===== src/rtl/core/bfda_pkg.sv =====
// Constants and helper functions shared by the fixed-point to decimal ASCII formatter.
package bfda_pkg;

    // Largest input value that can be displayed (999.98 after rounding).
    localparam logic [31:0] ValueLimit = 32'd63999;

    // Six-bit ASCII codes used on the character outputs.
    localparam logic [5:0] CharBlank = 6'd32;
    localparam logic [5:0] CharStar  = 6'd42;
    localparam logic [5:0] CharPoint = 6'd46;
    localparam logic [5:0] CharZero  = 6'd48;

    // Scale to hundredths: (value * 100 + 32) >> 6.
    localparam logic [22:0] Scale100  = 23'd100;
    localparam logic [22:0] RoundHalf = 23'd32;

    // Reciprocal constants for division by a constant.
    // h / 100 for h below 100000: (h * 167773) >> 24.
    localparam logic [34:0] Recip100Wide = 35'd167773;
    // q / 100 for q below 1024: (q * 41) >> 12.
    localparam logic [15:0] Recip100Narrow = 16'd41;
    // r / 10 for r below 128: (r * 205) >> 11.
    localparam logic [14:0] Recip10 = 15'd205;

    typedef logic [3:0] digit_t;
    typedef logic [5:0] char_t;

    // ASCII code of a decimal digit.
    function automatic char_t digit_char(input digit_t d);
        digit_char = CharZero + {2'b00, d};
    endfunction

endpackage


===== src/rtl/core/binary_fixed_to_decimal_ascii_top.sv =====
// Pipelined converter from unsigned 1/64 fixed point to a six-character DDD.DD string.
//
//  Channel | Signals                                     | Direction
//  --------+---------------------------------------------+----------
//  input   | in_valid, in_stall, value[31:0]             | in
//  output  | out_valid, out_stall, char0..char5, overflow| out
//
// One transfer is taken every cycle unless an output stall has filled every stage.
// The depth is set by the constant-reciprocal multiplies, each followed by a register.
// Every stage has its own valid bit and advances when the stage after it is empty or moving,
// so bubbles close up and a stall on the output holds all data without loss.
// Reset (rst_n low) clears the valid bits only.
module binary_fixed_to_decimal_ascii_top (
    input  logic        clk,
    input  logic        rst_n,
    input  logic        in_valid,
    output logic        in_stall,
    input  logic [31:0] value,
    output logic        out_valid,
    input  logic        out_stall,
    output logic [5:0]  char0,
    output logic [5:0]  char1,
    output logic [5:0]  char2,
    output logic [5:0]  char3,
    output logic [5:0]  char4,
    output logic [5:0]  char5,
    output logic        overflow
);

    // Stage valid bits.
    logic s1_valid_reg, s2_valid_reg, s3_valid_reg, s4_valid_reg, s5_valid_reg, out_valid_reg;

    // Stage enables.
    logic en1, en2, en3, en4, en5, en6;

    // Stage 1: hundredths value and range check.
    logic [16:0] s1_h_reg;
    logic        s1_ovf_reg;
    logic [22:0] s1_sum;

    // Stage 2: h / 100.
    logic [16:0] s2_h_reg;
    logic [9:0]  s2_q_reg;
    logic        s2_ovf_reg;
    logic [34:0] s2_prod;

    // Stage 3: low two digits and ten-thousands digit.
    logic [6:0]           s3_r0_reg;
    logic [9:0]           s3_q_reg;
    bfda_pkg::digit_t     s3_d4_reg;
    logic                 s3_ovf_reg;
    logic [15:0]          s3_prod;
    logic [16:0]          s3_r0_wide;

    // Stage 4: middle two digits and tenths digit.
    logic [6:0]           s4_rq_reg;
    logic [6:0]           s4_r0_reg;
    bfda_pkg::digit_t     s4_d1_reg;
    bfda_pkg::digit_t     s4_d4_reg;
    logic                 s4_ovf_reg;
    logic [14:0]          s4_prod;
    logic [9:0]           s4_rq_wide;

    // Stage 5: thousands and hundredths digits.
    logic [6:0]           s5_rq_reg;
    bfda_pkg::digit_t     s5_d3_reg;
    bfda_pkg::digit_t     s5_d1_reg;
    bfda_pkg::digit_t     s5_d0_reg;
    bfda_pkg::digit_t     s5_d4_reg;
    logic                 s5_ovf_reg;
    logic [14:0]          s5_prod;
    logic [6:0]           s5_d0_wide;

    // Output stage.
    bfda_pkg::char_t      char0_reg, char1_reg, char2_reg, char3_reg, char4_reg, char5_reg;
    logic                 ovf_reg;
    logic [6:0]           s6_d2_wide;
    bfda_pkg::digit_t     s6_d2;
    bfda_pkg::char_t      char0_next, char1_next, char2_next, char4_next, char5_next;

    assign en6 = !out_valid_reg || !out_stall;
    assign en5 = !s5_valid_reg || en6;
    assign en4 = !s4_valid_reg || en5;
    assign en3 = !s3_valid_reg || en4;
    assign en2 = !s2_valid_reg || en3;
    assign en1 = !s1_valid_reg || en2;

    assign in_stall = !en1;

    always_ff @(posedge clk or negedge rst_n)
    begin
        if (!rst_n)
        begin
            s1_valid_reg  <= 1'b0;
            s2_valid_reg  <= 1'b0;
            s3_valid_reg  <= 1'b0;
            s4_valid_reg  <= 1'b0;
            s5_valid_reg  <= 1'b0;
            out_valid_reg <= 1'b0;
        end
        else
        begin
            if (en1)
            begin
                s1_valid_reg <= in_valid;
            end
            if (en2)
            begin
                s2_valid_reg <= s1_valid_reg;
            end
            if (en3)
            begin
                s3_valid_reg <= s2_valid_reg;
            end
            if (en4)
            begin
                s4_valid_reg <= s3_valid_reg;
            end
            if (en5)
            begin
                s5_valid_reg <= s4_valid_reg;
            end
            if (en6)
            begin
                out_valid_reg <= s5_valid_reg;
            end
        end
    end

    // Stage 1 logic. The low 16 bits cover every value in range; out-of-range
    // values only carry the overflow flag forward.
    assign s1_sum = {7'b0, value[15:0]} * bfda_pkg::Scale100 + bfda_pkg::RoundHalf;

    always_ff @(posedge clk)
    begin
        if (en1)
        begin
            s1_h_reg   <= s1_sum[22:6];
            s1_ovf_reg <= value > bfda_pkg::ValueLimit;
        end
    end

    // Stage 2 logic.
    assign s2_prod = {18'b0, s1_h_reg} * bfda_pkg::Recip100Wide;

    always_ff @(posedge clk)
    begin
        if (en2)
        begin
            s2_h_reg   <= s1_h_reg;
            s2_q_reg   <= s2_prod[33:24];
            s2_ovf_reg <= s1_ovf_reg;
        end
    end

    // Stage 3 logic.
    assign s3_r0_wide = s2_h_reg - {1'b0, s2_q_reg, 6'b0} - {2'b0, s2_q_reg, 5'b0}
                        - {5'b0, s2_q_reg, 2'b0};
    assign s3_prod    = {6'b0, s2_q_reg} * bfda_pkg::Recip100Narrow;

    always_ff @(posedge clk)
    begin
        if (en3)
        begin
            s3_r0_reg  <= s3_r0_wide[6:0];
            s3_q_reg   <= s2_q_reg;
            s3_d4_reg  <= s3_prod[15:12];
            s3_ovf_reg <= s2_ovf_reg;
        end
    end

    // Stage 4 logic.
    assign s4_rq_wide = s3_q_reg - 10'(s3_d4_reg) * 10'd100;
    assign s4_prod    = {8'b0, s3_r0_reg} * bfda_pkg::Recip10;

    always_ff @(posedge clk)
    begin
        if (en4)
        begin
            s4_rq_reg  <= s4_rq_wide[6:0];
            s4_r0_reg  <= s3_r0_reg;
            s4_d1_reg  <= s4_prod[14:11];
            s4_d4_reg  <= s3_d4_reg;
            s4_ovf_reg <= s3_ovf_reg;
        end
    end

    // Stage 5 logic.
    assign s5_prod    = {8'b0, s4_rq_reg} * bfda_pkg::Recip10;
    assign s5_d0_wide = s4_r0_reg - 7'(s4_d1_reg * 7'd10);

    always_ff @(posedge clk)
    begin
        if (en5)
        begin
            s5_rq_reg  <= s4_rq_reg;
            s5_d3_reg  <= s5_prod[14:11];
            s5_d1_reg  <= s4_d1_reg;
            s5_d0_reg  <= s5_d0_wide[3:0];
            s5_d4_reg  <= s4_d4_reg;
            s5_ovf_reg <= s4_ovf_reg;
        end
    end

    // Output stage logic: last digit, blanking of leading zeros, stars on overflow.
    assign s6_d2_wide = s5_rq_reg - 7'(s5_d3_reg * 7'd10);
    assign s6_d2      = s6_d2_wide[3:0];

    always_comb
    begin
        if (s5_ovf_reg)
        begin
            char0_next = bfda_pkg::CharStar;
            char1_next = bfda_pkg::CharStar;
            char2_next = bfda_pkg::CharStar;
            char4_next = bfda_pkg::CharStar;
            char5_next = bfda_pkg::CharStar;
        end
        else
        begin
            char0_next = (s5_d4_reg != '0) ? bfda_pkg::digit_char(s5_d4_reg)
                                            : bfda_pkg::CharBlank;
            char1_next = (s5_d4_reg != '0 || s5_d3_reg != '0)
                         ? bfda_pkg::digit_char(s5_d3_reg) : bfda_pkg::CharBlank;
            char2_next = bfda_pkg::digit_char(s6_d2);
            char4_next = bfda_pkg::digit_char(s5_d1_reg);
            char5_next = bfda_pkg::digit_char(s5_d0_reg);
        end
    end

    always_ff @(posedge clk)
    begin
        if (en6)
        begin
            char0_reg <= char0_next;
            char1_reg <= char1_next;
            char2_reg <= char2_next;
            char3_reg <= bfda_pkg::CharPoint;
            char4_reg <= char4_next;
            char5_reg <= char5_next;
            ovf_reg   <= s5_ovf_reg;
        end
    end

    assign out_valid = out_valid_reg;
    assign char0     = char0_reg;
    assign char1     = char1_reg;
    assign char2     = char2_reg;
    assign char3     = char3_reg;
    assign char4     = char4_reg;
    assign char5     = char5_reg;
    assign overflow  = ovf_reg;

    // An empty output register means the whole pipeline can move.
    a_no_stall_when_drained: assert property (@(posedge clk) disable iff (!rst_n)
        !out_valid_reg |-> !in_stall)
        else $error("input stalled while output register is empty");

    // An overflow result shows stars; the check looks at char0, char2 and char5.
    a_overflow_stars: assert property (@(posedge clk) disable iff (!rst_n)
        out_valid && overflow |->
            char0 == bfda_pkg::CharStar && char2 == bfda_pkg::CharStar &&
            char5 == bfda_pkg::CharStar)
        else $error("overflow result without stars");

    // A result in range always shows a real units digit.
    a_units_digit: assert property (@(posedge clk) disable iff (!rst_n)
        out_valid && !overflow |->
            char2 >= bfda_pkg::CharZero && char2 <= bfda_pkg::digit_char(4'd9))
        else $error("units digit out of range");

endmodule


===== config.mk =====
export PLATFORM = sky130hd
export DESIGN_NAME = binary_fixed_to_decimal_ascii_top
export DESIGN_NICKNAME = d
export VERILOG_FILES = /design/src/rtl/core/bfda_pkg.sv /design/src/rtl/core/binary_fixed_to_decimal_ascii_top.sv
export SDC_FILE = /design/constraint.sdc
export NUM_CORES = 1
export LEC_CHECK = 0
export BUFFER_PORTS_ARGS = -buffer_cell sky130_fd_sc_hd__buf_4
export CAP_MARGIN = 10
export CELL_PAD_IN_SITES_DETAIL_PLACEMENT = 1
export CELL_PAD_IN_SITES_GLOBAL_PLACEMENT = 1
export CORE_MARGIN = 2
export CORE_UTILIZATION = 46
export CTS_CLUSTER_DIAMETER = 50
export DETAILED_ROUTE_END_ITERATION = 16
export PLACE_DENSITY_LB_ADDON = 0.08
export SLEW_MARGIN = 20
export SYNTH_ARGS = -nofsm -noshare
export SYNTH_HDL_FRONTEND = slang
export SYNTH_SLANG_ARGS = --single-unit

===== constraint.sdc =====
create_clock -name clk -period 6.1 [get_ports clk]
set_input_delay 1.22 -clock clk [delete_from_list [all_inputs] [get_ports clk]]
set_output_delay 1.22 -clock clk [all_outputs]
set_load 0.02 [all_outputs]

==> summary.md <==
| Metric | Value |
|---|---|
| Worst hold path class | flop to flop |
| Distinct cell type count after synthesis | 66 |
| Met2 WL | 16480 microns |
| Grt ovf | 0 |
| Max Freq | 172.3 MHz |
| GRT Overall Usage | 0.1966 |
| Slowest stage cell, crit path | fa_1 |
| Final #Nets | 1893 |
| Max reg flops | 17 |
| Die area | 0.03254 sq mm |
| Clock sink count | 126 |
| Ratio of cells with drive above 1 in the final layout | 0.1110 |
| Sum of negative setup slack | 0 ns |
| Design Area, Final | 0.01601 sq mm |
| DRT Pass-1 Iters | 4 |
| Num CTS Buffers | 17 |
| Max Buffers Root-to-Sink | 2 |
| CTS Hold Bufs | 0 |
| Iteration-0 DRC Markers | 240 |
| Wire per inst | 16.70 microns |
| DP Area | 0.01532 sq mm |
| Core Rows | 64 |
| CP Class | flop to flop |
| Critical Path RT | 6.27 ns |
| Clock transition at path regs | 0.06 ns |
| Initial antenna violation count | 0 |
| Layout area overhead | 11.88% |
| # setup viols final | 0 |
| #FFs+latches synth | 126 |
| Post-DR vias/cell | 4.994 |
| Vias | 9044 |
| EDFF count, synth | 120 |
| Final hold violation count | 0 |
| Reg2reg start | s1_h_reg[12] |
| Width of the die | 180.4 microns |
| Status | completed |
| Top_reg_cell synth | edfxtp_1 |
| Worst Path Arrival | 5.97 ns |
| Routed WL | 30250 microns |
| Worst hold start | s4_ovf_reg |
| Largest net degree at the start of global routing | 26 |
| Endpoint class of the critical path | flop |
| Startpoint types | flop |
| Final period util | 0.9512 |
| Vias in the first global route | 10290 |
| # IOs | 75 |
| Finished Core Util | 0.5235 |
| Antenna Nets Post-Route | 0 |
| First-pass GRT wire length | 50850 microns |
| DP Wirelength | 26000 microns |
| Most frequent CP cell | fa_1 |
| Fill cell count | 3327 |
| Slew Viols, Final | 0 |
| Final weighted congestion of routability-driven global placement | 0.8942 |
| Syn Area/Cell | 10.95 sq um |
| Crit-path max FO | 3 |
| Residual DRC | 0 |
| Die H | 180.4 microns |
| Clock root cell | clkbuf_16 |
| Critical Path, Cell by Cell | fa_1, ha_1, inv_1, fa_1, inv_1, fa_1, fa_1, inv_1, fa_1, inv_1, ha_1, a21o_1, a21o_1, a2111oi_4, nor3_2, o32ai_2, o31ai_1, a21oi_1, xnor2_1 |
| CTS HTree Levels | 4 |
| Clk Latency, worst-skew pair | 0.42 ns |
| Port bufs | 63 |
| Initial Utilization | 0.4679 |
| Post-Syn Instances | 1307 |
| Cell Area, Synth | 0.01431 sq mm |
| Top Metal Used | met4 |
| Max Clock Skew | 0.01200 ns |
| Minimum clock period | 5.802 ns |
| Worst Tran Pin Value | 1.020 ns |
| Diodes inserted | 0 |
| Ys async rst share | 0.04762 |
| Seq/Total Area, Yosys | 0.2623 |
| Met3 WL | 738 microns |
| Max-Slew Margin vs Limit | 0.3182 |
| Core area | 0.03059 sq mm |
| Synth warn | 0 |
| Worst setup path startpoint | s1_h_reg[12] |
| Worst path max stage delay | 0.58 ns |
| CTS tree | done |
| Max-cap check violation count | 0 |
| RSZ-0062 raised after global routing | false |
| Wl on met1 | 12490 microns |
[final cells by class]
cell class | instances | area, sq um | share of cell area
well taps | 396 | 495.5 | 0.03094
repair buffers | 84 | 630.6 | 0.03938
flip-flops and latches | 126 | 3754 | 0.2344
clock buffers | 17 | 425.4 | 0.02657
inverters | 346 | 1299 | 0.08111
multi-input cells | 827 | 9219 | 0.5757
clock inverters | 15 | 190.2 | 0.01188
[synth_stat cells, types with 2 or more instances]
| master | number | area [sq um] |
|---|---|---|
| ha_1 | 315 | 3941 |
| o21a_1 | 13 | 97.59 |
| a21oi_2 | 2 | 17.52 |
| conb_1 | 2 | 7.510 |
| nand4_1 | 8 | 50.05 |
| and4_1 | 2 | 17.52 |
| a2111oi_0 | 2 | 17.52 |
| nand2b_1 | 9 | 56.30 |
| and3_1 | 4 | 25.02 |
| o211ai_1 | 3 | 22.52 |
| a41o_1 | 4 | 40.04 |
| nor3_1 | 14 | 70.07 |
| or3_1 | 2 | 12.51 |
| a31oi_1 | 4 | 25.02 |
| fa_1 | 140 | 2803 |
| xnor2_1 | 49 | 429.2 |
| edfxtp_1 | 120 | 3603 |
| a211oi_1 | 2 | 15.01 |
| nor2b_1 | 16 | 100.1 |
| and2_1 | 3 | 18.77 |
| nand3_1 | 7 | 35.03 |
| buf_4 | 13 | 97.59 |
| dfrtp_1 | 6 | 150.1 |
| or2_2 | 18 | 112.6 |
| inv_1 | 346 | 1299 |
| a21oi_1 | 40 | 200.2 |
| nor4_1 | 7 | 43.79 |
| nand2_1 | 27 | 101.4 |
| xor2_1 | 22 | 192.7 |
| o21ai_0 | 17 | 85.08 |
| o2111ai_1 | 2 | 17.52 |
| clkbuf_1 | 2 | 7.510 |
| a211o_1 | 3 | 26.28 |
| o21ai_2 | 2 | 17.52 |
| a21o_1 | 14 | 105.1 |
| nor2_1 | 37 | 138.9 |
[metrics by stage]
stage	cells	hold WS, ns	setup WS, ns
floorplan	1316	0.4003	0.3641
CTS	1807	0.4217	0.08806
global placement	1775	0.4008	0.2245
global route	1811	0.4230	0.01006
finish	1811	0.4184	0.2976
detailed placement	1775	0.4063	0.09126
[metal layers]
layer / GRT usage / vias up
met5: 0 / -
met4: 0.04968 / 0
met3: 0.02850 / 34
met2: 0.3779 / 105
met1: 0.2269 / 4468
li1: - / 4437
[what timing repair did]
action | 4_1_cts | 5_1_grt
resized for setup | 0 | 9
setup buffers | 0 | 4
endpoints found under the setup margin | 0 | 5
[critical path: cells and delay by family, from the launching register on]
family,cells,cell delay [ns]
fa+ha+maj,7,3.32
buf+inv,4,0.22
flops,1,0.45
simple gates,1,0.10
compound gates,6,1.37
xor+xnor,1,0.08
[cells by family after synthesis]
| group | Yosys count | synth area share |
|---|---|---|
| and+or+nand+nor | 162 | 0.06049 |
| xor gates and xnor gates | 72 | 0.04502 |
| other | 2 | 0.0005247 |
| buffers and inverters | 363 | 0.09913 |
| DFF | 126 | 0.2623 |
| AOI/OAI and AO/OA | 127 | 0.06137 |
| adders and majority gates | 455 | 0.4712 |
[path summary, 6_finish.rpt]
| kind | depth (start not counted) | slack [ns] | end |
|---|---|---|---|
| setup / recovery | 19 | 0.30 | s2_q_reg[2] |
| hold / removal | 0 | 0.42 | s5_ovf_reg |
| setup reg to reg | 19 | 0.30 | s2_q_reg[2] |
| hold reg to reg | 0 | 0.42 | s5_ovf_reg |
| max in group asynchronous | 1 | 5.38 | s2_valid_reg |
| min in group asynchronous | 1 | 0.60 | out_valid |
[cells in the final DEF (no fill, tap or decap), drive strengths merged, types with 4 or more instances in the layout]
| cell | instances |
|---|---|
| nand2 | 27 |
| o21a | 13 |
| xnor2 | 49 |
| o211ai | 4 |
| clkbuf | 17 |
| nand2b | 9 |
| xor2 | 22 |
| nand4 | 8 |
| buf | 84 |
| nor3 | 14 |
| a31oi | 4 |
| nor4 | 8 |
| edfxtp | 120 |
| a21o | 14 |
| a21oi | 42 |
| or2 | 18 |
| inv | 354 |
| conb | 11 |
| nor2 | 38 |
| ha | 315 |
| fa | 140 |
| a41o | 4 |
| nor2b | 16 |
| o21ai | 20 |
| dfrtp | 6 |
| nand3 | 7 |
| clkinv | 6 |
| and3 | 4 |
Power is left out: the tool's default activity adds up to more than one toggle a clock period on the data nets, which glitch-free logic cannot reach.
